[config.mk]
export PLATFORM = sky130hd
export DESIGN_NAME = answer_frame_deframer_sum
export DESIGN_NICKNAME = d
export VERILOG_FILES = /design/src/design/afds_pkg.sv /design/src/design/afds_ram.sv /design/src/design/afds_ctrl.sv /design/src/design/afds_dp.sv /design/src/design/answer_frame_deframer_sum.sv
export SDC_FILE = /design/constraint.sdc
export NUM_CORES = 1
export LEC_CHECK = 0
export ABC_AREA = 1
export BUFFER_PORTS_ARGS = -buffer_cell sky130_fd_sc_hd__buf_2
export CAP_MARGIN = 20
export CELL_PAD_IN_SITES_DETAIL_PLACEMENT = 0
export CELL_PAD_IN_SITES_GLOBAL_PLACEMENT = 2
export CORE_MARGIN = 1.5
export CORE_UTILIZATION = 38
export DETAILED_ROUTE_END_ITERATION = 10
export PLACE_DENSITY = 0.75
export SYNTH_ARGS = -nofsm -noshare
export SYNTH_HDL_FRONTEND = slang
export SYNTH_SLANG_ARGS = --single-unit
[constraint.sdc]
create_clock -name clk -period 2.92 [get_ports clk]
set_input_delay 0 -clock clk [delete_from_list [all_inputs] [get_ports clk]]
set_output_delay 0 -clock clk [all_outputs]
set_load 0.01 [all_outputs]
[src/design/afds_pkg.sv]
// Shared types and constants for the answer-frame deframer.
// No dependencies; every other design file but afds_ram imports this package.
`default_nettype none

package afds_pkg;

  // Default buffer depth in bytes.
  localparam int unsigned MAX_FRAME_DEF = 64;
  // Shortest frame that can pass the checks.
  localparam int unsigned MIN_LEN = 8;
  // Bytes around the payload: header (2), length, id, command, table, checksum.
  localparam int unsigned FRAME_OVERHEAD = 7;
  // Offset of the first payload byte in the frame.
  localparam int unsigned PAYLOAD_OFS = 6;

  typedef enum logic [2:0] {
    ST_OK        = 3'd0,
    ST_SHORT     = 3'd1,
    ST_BAD_HDR   = 3'd2,
    ST_BAD_SUM   = 3'd3,
    ST_OVERSIZE  = 3'd4
  } status_t;

  // Commands from the controller to the datapath.
  typedef struct packed {
    logic take;     // an input item is accepted this cycle
    logic fetch;    // read the next payload byte from the frame buffer
    logic advance;  // a payload item was delivered; step to the next one
    logic stream;   // the output holds a payload item
  } ctrl_cmd_t;

  // Status from the datapath to the controller.
  typedef struct packed {
    logic frame_end;  // the byte on the input closes the frame
    logic has_pl;     // the closing frame is ok and carries payload bytes
    logic last_pl;    // the current payload item is the last one
  } dp_stat_t;

endpackage

`default_nettype wire

[src/design/afds_ram.sv]
// Generic single-write, single-read RAM with registered read data.
// No dependencies.
`default_nettype none

module afds_ram #(
  parameter int unsigned WIDTH = 8,
  parameter int unsigned DEPTH = 64
) (
  input  wire logic                     clk,
  input  wire logic                     we,
  input  wire logic [$clog2(DEPTH)-1:0] waddr,
  input  wire logic [WIDTH-1:0]         wdata,
  input  wire logic                     re,
  input  wire logic [$clog2(DEPTH)-1:0] raddr,
  output logic      [WIDTH-1:0]         rdata_r
);

  logic [WIDTH-1:0] mem_r [DEPTH];

  always_ff @(posedge clk) begin
    if (we) begin
      mem_r[waddr] <= wdata;
    end
    if (re) begin
      rdata_r <= mem_r[raddr];
    end
  end

endmodule

`default_nettype wire

[src/design/afds_ctrl.sv]
// Controller state machine for the deframer: receive, fetch and send phases.
// Depends on afds_pkg.
`default_nettype none

module afds_ctrl (
  input  wire logic                 clk,
  input  wire logic                 rst_n,
  input  wire logic                 in_valid,
  output logic                      in_ready,
  output logic                      out_valid,
  input  wire logic                 out_ready,
  input  wire afds_pkg::dp_stat_t   stat,
  output afds_pkg::ctrl_cmd_t       cmd
);

  import afds_pkg::*;

  typedef enum logic [3:0] {
    S_RECV    = 4'b0001,
    S_ONE     = 4'b0010,
    S_FETCH   = 4'b0100,
    S_SEND_PL = 4'b1000
  } state_t;

  state_t state_r, state_nxt;

  always_comb begin
    state_nxt   = state_r;
    in_ready    = 1'b0;
    out_valid   = 1'b0;
    cmd         = '0;
    unique case (state_r)
      S_RECV: begin
        in_ready = 1'b1;
        cmd.take = in_valid;
        if (in_valid && stat.frame_end) begin
          state_nxt = stat.has_pl ? S_FETCH : S_ONE;
        end
      end
      S_ONE: begin
        out_valid = 1'b1;
        if (out_ready) begin
          state_nxt = S_RECV;
        end
      end
      S_FETCH: begin
        cmd.fetch = 1'b1;
        state_nxt = S_SEND_PL;
      end
      S_SEND_PL: begin
        out_valid  = 1'b1;
        cmd.stream = 1'b1;
        if (out_ready) begin
          if (stat.last_pl) begin
            state_nxt = S_RECV;
          end else begin
            cmd.advance = 1'b1;
            state_nxt   = S_FETCH;
          end
        end
      end
      default: state_nxt = S_RECV;
    endcase
  end

  always_ff @(posedge clk) begin
    if (!rst_n) begin
      state_r <= S_RECV;
    end else begin
      state_r <= state_nxt;
    end
  end

endmodule

`default_nettype wire

[src/design/afds_dp.sv]
// Datapath for the deframer: byte counter, header and checksum, frame checks,
// field capture, frame buffer and payload index. Depends on afds_pkg, afds_ram.
`default_nettype none

module afds_dp #(
  parameter int unsigned MAX_FRAME = afds_pkg::MAX_FRAME_DEF
) (
  input  wire logic                 clk,
  input  wire logic                 rst_n,
  input  wire logic                 cfg_we,
  input  wire logic [15:0]          cfg_wdata,
  input  wire logic [7:0]           in_rx_byte,
  input  wire logic                 in_frame_end,
  input  wire afds_pkg::ctrl_cmd_t  cmd,
  output afds_pkg::dp_stat_t        stat,
  output logic [2:0]                out_status,
  output logic [7:0]                out_length_byte,
  output logic [7:0]                out_device_id,
  output logic [7:0]                out_command_byte,
  output logic [7:0]                out_table_byte,
  output logic                      out_has_payload,
  output logic [7:0]                out_payload_byte,
  output logic [5:0]                out_payload_index,
  output logic                      out_last_result
);

  import afds_pkg::*;

  localparam int unsigned CW = $clog2(MAX_FRAME + 1);
  localparam int unsigned AW = $clog2(MAX_FRAME);
  localparam int unsigned LW = (CW > 8) ? CW : 8;
  localparam int unsigned IW = (CW > 6) ? CW : 6;

  logic [15:0]   exp_hdr_r;
  logic [CW-1:0] count_r, count_nxt;
  logic [7:0]    sum_r, sum_nxt;
  logic [15:0]   hdr_r, hdr_nxt;
  logic          ovf_r, ovf_nxt;
  logic [7:0]    len_r, id_r, cmd_byte_r, tab_r;
  status_t       status_r;
  logic [CW-1:0] plen_r;
  logic [CW-1:0] pidx_r;

  logic          full;
  logic [CW-1:0] total;
  logic [15:0]   hdr_new;
  status_t       status_c;
  logic [7:0]    lbm2;
  logic [CW-1:0] avail;
  logic [CW-1:0] plen_c;
  logic [CW-1:0] rd_pos;
  logic [7:0]    ram_rdata;
  logic [IW-1:0] pidx_ext;
  logic          ram_we;
  logic          ok_out;

  // Configuration register.
  always_ff @(posedge clk) begin
    if (!rst_n) begin
      exp_hdr_r <= '0;
    end else if (cfg_we) begin
      exp_hdr_r <= cfg_wdata;
    end
  end

  // Frame checks on the closing byte, using state from the earlier bytes.
  always_comb begin
    full    = (count_r == CW'(MAX_FRAME));
    total   = full ? count_r : count_r + CW'(1);
    hdr_new = (count_r < CW'(2)) ? {hdr_r[7:0], in_rx_byte} : hdr_r;
    if (ovf_r || full) begin
      status_c = ST_OVERSIZE;
    end else if (total < CW'(MIN_LEN)) begin
      status_c = ST_SHORT;
    end else if (hdr_new != exp_hdr_r) begin
      status_c = ST_BAD_HDR;
    end else if (sum_r != in_rx_byte) begin
      status_c = ST_BAD_SUM;
    end else begin
      status_c = ST_OK;
    end
    // Payload count is the length byte minus two, capped at the bytes
    // that lie between the table byte and the checksum.
    lbm2   = (len_r < 8'd2) ? 8'd0 : len_r - 8'd2;
    avail  = total - CW'(FRAME_OVERHEAD);
    plen_c = (LW'(lbm2) > LW'(avail)) ? avail : CW'(lbm2);
  end

  always_comb begin
    count_nxt = count_r;
    sum_nxt   = sum_r;
    hdr_nxt   = hdr_r;
    ovf_nxt   = ovf_r;
    if (cmd.take) begin
      if (in_frame_end) begin
        count_nxt = '0;
        sum_nxt   = '0;
        hdr_nxt   = '0;
        ovf_nxt   = 1'b0;
      end else if (full) begin
        ovf_nxt = 1'b1;
      end else begin
        count_nxt = count_r + CW'(1);
        hdr_nxt   = hdr_new;
        if (count_r >= CW'(2)) begin
          sum_nxt = sum_r + in_rx_byte;
        end
      end
    end
  end

  always_ff @(posedge clk) begin
    if (!rst_n) begin
      count_r <= '0;
      sum_r   <= '0;
      hdr_r   <= '0;
      ovf_r   <= 1'b0;
    end else begin
      count_r <= count_nxt;
      sum_r   <= sum_nxt;
      hdr_r   <= hdr_nxt;
      ovf_r   <= ovf_nxt;
    end
  end

  // Fixed header fields are kept in registers as they pass by.
  always_ff @(posedge clk) begin
    if (cmd.take && !full) begin
      if (count_r == CW'(2)) len_r      <= in_rx_byte;
      if (count_r == CW'(3)) id_r       <= in_rx_byte;
      if (count_r == CW'(4)) cmd_byte_r <= in_rx_byte;
      if (count_r == CW'(5)) tab_r      <= in_rx_byte;
    end
    if (cmd.take && in_frame_end) begin
      status_r <= status_c;
      plen_r   <= plen_c;
      pidx_r   <= '0;
    end else if (cmd.advance) begin
      pidx_r <= pidx_r + CW'(1);
    end
  end

  assign ram_we = cmd.take && !full;
  assign rd_pos = pidx_r + CW'(PAYLOAD_OFS);

  afds_ram #(
    .WIDTH (8),
    .DEPTH (MAX_FRAME)
  ) u_buf (
    .clk     (clk),
    .we      (ram_we),
    .waddr   (count_r[AW-1:0]),
    .wdata   (in_rx_byte),
    .re      (cmd.fetch),
    .raddr   (rd_pos[AW-1:0]),
    .rdata_r (ram_rdata)
  );

  assign stat.frame_end = in_frame_end;
  assign stat.has_pl    = (status_c == ST_OK) && (plen_c != '0);
  assign stat.last_pl   = (pidx_r + CW'(1) == plen_r);

  // Failed frames report only the status code; all other fields read zero, but out_last_result reads one.
  assign ok_out   = (status_r == ST_OK);
  assign pidx_ext = IW'(pidx_r);

  assign out_status        = status_r;
  assign out_length_byte   = ok_out ? len_r : 8'd0;
  assign out_device_id     = ok_out ? id_r : 8'd0;
  assign out_command_byte  = ok_out ? cmd_byte_r : 8'd0;
  assign out_table_byte    = ok_out ? tab_r : 8'd0;
  assign out_has_payload   = cmd.stream;
  assign out_payload_byte  = cmd.stream ? ram_rdata : 8'd0;
  assign out_payload_index = cmd.stream ? pidx_ext[5:0] : 6'd0;
  assign out_last_result   = cmd.stream ? stat.last_pl : 1'b1;

endmodule

`default_nettype wire

[src/design/answer_frame_deframer_sum.sv]
// Top level of the answer-frame deframer with additive checksum.
// Depends on afds_pkg, afds_ctrl, afds_dp (and afds_ram below it).
//
//   Channel  Handshake             Payload
//   in_      in_valid/in_ready     in_rx_byte, in_frame_end
//   out_     out_valid/out_ready   status, length, id, command, table, payload
//   cfg_     cfg_we                cfg_wdata (expected header)
//
// A byte without the frame end flag is taken at once; in_ready stays high while receiving.
// After the closing byte, a failed or empty frame gives one result in the next
// cycle; an ok frame streams payload bytes, each read from the buffer and then
// offered at the output, since the frame buffer has a registered read port.
// While results are pending, in_ready is low; out_ready low holds the result.
// Reset is synchronous and active low; the buffer needs no clearing pass.
`default_nettype none

module answer_frame_deframer_sum #(
  parameter int unsigned MAX_FRAME = afds_pkg::MAX_FRAME_DEF
) (
  input  wire logic        clk,
  input  wire logic        rst_n,
  input  wire logic        cfg_we,
  input  wire logic [15:0] cfg_wdata,
  input  wire logic        in_valid,
  output logic             in_ready,
  input  wire logic [7:0]  in_rx_byte,
  input  wire logic        in_frame_end,
  output logic             out_valid,
  input  wire logic        out_ready,
  output logic [2:0]       out_status,
  output logic [7:0]       out_length_byte,
  output logic [7:0]       out_device_id,
  output logic [7:0]       out_command_byte,
  output logic [7:0]       out_table_byte,
  output logic             out_has_payload,
  output logic [7:0]       out_payload_byte,
  output logic [5:0]       out_payload_index,
  output logic             out_last_result
);

  import afds_pkg::*;

  ctrl_cmd_t cmd;
  dp_stat_t  stat;

  afds_ctrl u_ctrl (
    .clk       (clk),
    .rst_n     (rst_n),
    .in_valid  (in_valid),
    .in_ready  (in_ready),
    .out_valid (out_valid),
    .out_ready (out_ready),
    .stat      (stat),
    .cmd       (cmd)
  );

  afds_dp #(
    .MAX_FRAME (MAX_FRAME)
  ) u_dp (
    .clk               (clk),
    .rst_n             (rst_n),
    .cfg_we            (cfg_we),
    .cfg_wdata         (cfg_wdata),
    .in_rx_byte        (in_rx_byte),
    .in_frame_end      (in_frame_end),
    .cmd               (cmd),
    .stat              (stat),
    .out_status        (out_status),
    .out_length_byte   (out_length_byte),
    .out_device_id     (out_device_id),
    .out_command_byte  (out_command_byte),
    .out_table_byte    (out_table_byte),
    .out_has_payload   (out_has_payload),
    .out_payload_byte  (out_payload_byte),
    .out_payload_index (out_payload_index),
    .out_last_result   (out_last_result)
  );

endmodule

`default_nettype wire

# Yosys cells after proc, flatten, opt, wreduce, memory -nomap -nowiden
# Memories as Yosys holds them, arrays and structs flattened. A register that Yosys moved wholly into a read port is not among the register bits.
# Index checks and enable logic that the tools add are counted.
dict set report op_classes {
  addsub 6
  magnitude_cmp 5
  reduce_logical 20
  eq_ne 16
  mux 38
}
# cell n
set op_table {}
lappend op_table {{$mux 8} 9}
lappend op_table {{$mux 16} 3}
lappend op_table {{$mux 7} 3}
lappend op_table {{$ne 16x16->1} 1}
lappend op_table {{$pmux 4 s4} 1}
lappend op_table {{$mux 3} 5}
lappend op_table {{$add 7x1->7 const B} 2}
lappend op_table {{$eq 7x2->1 const B} 2}
lappend op_table {{$eq 7x3->1 const B} 2}
lappend op_table {{$mux 4} 3}
lappend op_table {{$reduce_and 2->1} 6}
lappend op_table {{$mux 1} 11}
lappend op_table {{$add 8x8->8} 1}
lappend op_table {{$gt 8x7->1} 1}
lappend op_table {{$lt 8x2->1 const B} 1}
lappend op_table {{$ne 8x8->1} 1}
lappend op_table {{$sub 8x2->8 const B} 1}
lappend op_table {{$eq 7x7->1} 1}
lappend op_table {{$eq 7x7->1 const B} 1}
lappend op_table {{$ge 7x2->1 const B} 1}
lappend op_table {{$lt 7x2->1 const B} 1}
lappend op_table {{$lt 7x4->1 const B} 1}
lappend op_table {{$reduce_bool 7->1} 1}
lappend op_table {{$sub 7x3->7 const B} 1}
lappend op_table {{other kinds (16)} 25}
dict set report word_totals {
  ram_bits 512
  input_bits 30
  memories 1
  word_cells 99
  register_bits 101
  out_inout_bits 53
}
# memory words word_bits rd rd_ports_with_merged_regs wr line
set memory_table {}
lappend memory_table {u_dp.u_buf.mem_r 64 8 1 1 1 afds_ram.sv:18} ;# logic [WIDTH-1:0] mem_r [DEPTH];

# Depth between registers and ports, before layout
dict set report logic_depth {
  depth_word 11
  depth_mapped 29
  mapped_depth_nobuf 29
}

# Modules after synthesis
# A second synthesis with hierarchy kept.
dict set report hier_totals {
  cells_unflattened 2621
  hier_area_um2 27328.7
}
# mod area_per_inst_um2 cells_per_inst n_inst seq_area_each_um2
set by_module_without_submodules {}
lappend by_module_without_submodules {afds_ram 21419.3 1805 1 15615.0}
lappend by_module_without_submodules {afds_dp 5627.9 768 1 2362.3}
lappend by_module_without_submodules {afds_ctrl 281.5 48 1 80.1}

# Worst setup path after synthesis
# Ideal clock, no wire load.
dict set report synth_path {
  path_kind {flip-flop to flip-flop}
  startpoint {reg u_dp.count_r[0]}
  endpoint {reg u_ctrl.state_r[2]}
  t_required_ns 2.797
  n_path_buf 0
  stages_incl_launch_ff 27
  t_arrival_ns 2.825
  setup_time_ns 0.123
  path_slack_ns -0.028
  synth_period_minus_slack_ns 2.948
  path_cell_list {dfxtp_1 inv_1 ha_1 nand2_1 inv_1 nand3_2 nand4_1 nand3_1 nand2_1 ha_1 nand2_1 nor2_1 nand2_1 nand3_1 nand2_1 nand2_1 nand2_1 nand2_1 nand2_1 nand2_1 nand2_1 nor2_1 nand2_1 nand3_1 nand2_1 nand2_1 nor2_2}
}
dict set report synth_via {
  elab_chain_cells 11
  word_cells_on_any_way 20
  cone_classes {add/sub: 2; order compare: 3; eq/ne: 2; mux: 9; reduce/logical: 4}
}
# item line
set synth_lines {}
lappend synth_lines {{start, declared} afds_dp.sv:35} ;# logic [CW-1:0] count_r, count_nxt;
lappend synth_lines {{start signal, assigned} afds_dp.sv:119} ;# count_r <= count_nxt;
lappend synth_lines {{parallel branches: the longest is 7 deep, another holds $gt 8x7->1} --}
lappend synth_lines {{$logic_and 1x1->1 (*)} afds_dp.sv:160} ;# assign stat.has_pl = (status_c == ST_OK) && (plen_c != '0);
lappend synth_lines {{$mux 3 (*)} afds_ctrl.sv:37} ;# state_nxt = stat.has_pl ? S_FETCH : S_ONE;
lappend synth_lines {{$mux 4 (*)} afds_ctrl.sv:36} ;# if (in_valid && stat.frame_end) begin
lappend synth_lines {{$pmux 4 s4 (*)} afds_ctrl.sv:32} ;# unique case (state_r)
lappend synth_lines {{end signal, assigned} afds_ctrl.sv:70} ;# state_r <= state_nxt;
lappend synth_lines {{end, declared} afds_ctrl.sv:25} ;# state_t state_r, state_nxt;
# Mark *: on every way between the ends. The select of a mux whose other input is x is not followed.
# A chain may end at the register's enable or synchronous reset.

# Final worst setup path
# Ends and elaborated chain as after synthesis.

==> flow_metrics.tcl <==
set metrics [dict create \
    status "completed" \
    wl_um 76200 \
    clockBufferDepth 3 \
    pre_cts_slack_ns -0.250 \
    die_area_mm2 0.0708 \
    dp_hpwl_um 46100 \
    min_period_ns 2.82 \
    io_buffers 82 \
    p_seq_share_pct 50.8 \
    first_pass_iters 5 \
    crit_required_ns 3.41 \
    area_delta_synth_final_pct 22.1 \
    p_leak_nw 11.6 \
    cp_max_fo 7 \
    h-tree-depth 3 \
    final_area_mm2 0.0321 \
    first_global_vias 18252 \
    gr-total-overflow 0 \
    ir_drop_mv 0.551 \
    syn_inst 2284 \
    die_y_um 266 \
    start_util_pct 38.3 \
    syn_avg_cell_area_um2 11.5 \
    p_sw_share_pct 21.1 \
    grt_pass1_wl_um 114000 \
    numCtsBuffers 72 \
    max-slew-margin-rel_pct 30.4 \
    finalCritPeriodShare_pct 96.6 \
    ys_seq_elements 621 \
    power_density_mw_per_mm2 598 \
    drv_slew 0 \
    fin_skew_ns 0.0255 \
    slowest_delay_ns 0.37 \
    grt_antenna_before_repair 3 \
    p_switching_mw 4.05 \
    grt_max_degree 131 \
    final_nets 2627 \
    power_frac_clock_pct 45.8 \
    drt_iter0_drc 1656 \
    root_buffer "clkbuf_16" \
    rows 96 \
    syn-cell-area_mm2 0.0263 \
    tritoncts "built" \
    core_mm2 0.0686 \
    avgRoutedWirePerCell_um 21.4 \
    drive_gt1_share_pct 18.8 \
    top_layer "met4" \
    worst_setup_path_end_kind "flip-flop" \
    clock_sinks 621 \
    syn_nets 2342 \
    yosysWarnings 0 \
    p_int_mw 15.1 \
    crit_start "u_dp.count_r[0]$_SDFFE_PN0P_" \
    crit_path_start_kind "flip-flop" \
    ys_seq_area_share_pct 68.7 \
    cts.clk_slew.worst_paths_ns 0.06 \
    dr_wl_met3_um 5220 \
    critPathMostFrequentCell "nand2_1" \
    insertion_delay_ns 0.62 \
    layout_common_cells "edfxtp_1, nor2_1, o21ai_0" \
    hold_class "in -> reg" \
    worst_slack_ns 0.101 \
    cp_data_arrival_time_ns 3.31 \
    place_area_mm2 0.0289 \
    final_common_cell "edfxtp_1" \
    setup_viol 0 \
    synth_cell_types 43 \
    grt.total_usage_pct 21.5 \
    io_pins 83 \
    cpMaxStageDelayCell "dfxtp_4" \
    min_from "in_rx_byte[5]" \
    gp_congestion 0.812 \
    ant_nets 0 \
    crit-reg2reg-launch "u_dp.count_r[0]$_SDFFE_PN0P_" \
    timing.fmax_mhz 355 \
    wl_met1_um 33800 \
    max-cap-violations 0 \
    drc_errors 0 \
    power_mw 19.2 \
    hold_violations 0 \
    dr_wl_met2_um 35400 \
    crit_type "reg -> reg" \
    p_comb_share_pct 3.3 \
    worst_pin_slew_ns 1.04 \
    rsz0062_at_grt "yes" \
    vias 18836 \
    final_core_util_pct 46.8 \
    viasPerCell 5.30 \
    die_w_um 266 \
]
==> worst max-delay path, delay by kind of cell, from the launching register on <==
kind	cells	cell delay, ns
simple gates	18	1.29
buf+inv	3	0.31
fa+ha+maj	2	0.45
flops	1	0.37
xor+xnor	2	0.31
==> cell usage after synthesis, drive strengths merged <==
cell type    instances  share of area [%]
nand3b               4               0.11
a31oi                2              0.048
a2111oi              1              0.033
o22ai               64                1.5
or2                  5               0.12
xnor2                7               0.23
or3                  1              0.024
nand3              114                2.3
dlygate4sd1          1              0.033
buf                 21               0.49
clkinv               2              0.029
a21oi               55                1.1
nand2              227                3.4
a22oi                4               0.11
dfxtp               59                4.5
nor4                 2              0.048
nor3                 5               0.18
inv                134                1.9
xor2                13               0.43
a41oi                1              0.033
fa                   1              0.076
o21ai              288                5.5
o221ai              64                2.1
nor2               430                6.4
o211ai              64                1.8
clkbuf             108                1.7
edfxtp             562                 64
nand4               18               0.43
ha                  27                1.3
==> sequential cells by signal (all words and copies together), names as in the netlist, 7 cells and up <==
signal / flops
u_dp.cmd_byte_r: 8
u_dp.count_r: 7
u_dp.exp_hdr_r: 16
u_dp.hdr_r: 16
u_dp.id_r: 8
u_dp.len_r: 8
u_dp.pidx_ext: 7
u_dp.plen_r: 7
u_dp.sum_r: 8
u_dp.tab_r: 8
u_dp.u_buf.mem_r: 512
u_dp.u_buf.rdata_r: 8
==> power by group through the flow <==
stage / Clock (mW) / Sequential (mW) / Combinational (mW)
after floorplan: 0 / 9.94 / 0.224
after global placement: 0 / 9.94 / 0.548
after detailed placement: 0 / 9.94 / 0.557
after CTS: 8.95 / 9.75 / 0.620
after global routing: 9.28 / 9.76 / 0.696
final: 8.80 / 9.76 / 0.636
==> area by class of cell <==
type,instances,area [um^2]
antenna,1,2.50
inverter,136,524
timing repair buffer,341,2580
multi-input combinational,1397,7430
tap,931,1160
fill,6327,36500
clock buffer,95,2000
clock inverter,33,314
sequential,621,18100
==> logic make-up after synthesis <==
kind of cell               share of synthesized area, %
AOI/OAI and AO/OA                                  12.3
xor gates and xnor gates                          0.666
adders and majority gates                          1.36
buffers and inverters                              4.12
DFF                                                68.7
and+or+nand+nor                                    12.9
==> final timing paths <==
check / end / slack, ns / depth (start not counted)
worst max-delay path: u_ctrl.state_r[2]$_SDFFE_PN0P_ / 0.10 / 25
worst min-delay path: u_dp.len_r[5]$_DFFE_PP_ / 0.06 / 1
worst max register to register: u_ctrl.state_r[2]$_SDFFE_PN0P_ / 0.10 / 25
worst min register to register: u_dp.hdr_r[14]$_SDFFE_PN0P_ / 0.46 / 2
==> what timing repair did <==
action | in CTS | in global routing
pin swaps | 5 | 30
gates cloned | 0 | 0
hold buffers | 51 | 0
buffers inserted | 0 | 8
endpoints found under the setup margin | 8 | 8
gates resized for setup | 11 | 57
hold endpoints to repair | 72 | 0
==> stage by stage <==
step | hold slack [ns] | std cells | TNS, ns
finish | 0.0581 | 3555 | 0
global placement | 0.226 | 3367 | -0.552
detailed placement | 0.227 | 3367 | -0.646
CTS | 0.0351 | 3546 | 0
global route | 0.0573 | 3554 | -0.191
floorplan | 0.0989 | 2284 | 0
==> layer usage <==
| metal | up-vias | global-route usage, % |
|---|---|---|
| met2 | 626 | 34.3 |
| met3 | 124 | 3.99 |
| li1 | 8824 | - |
| met5 | - | 0 |
| met4 | 0 | 5.91 |
| met1 | 9262 | 30.1 |
Note: power is estimated with default switching activity, not from simulation.
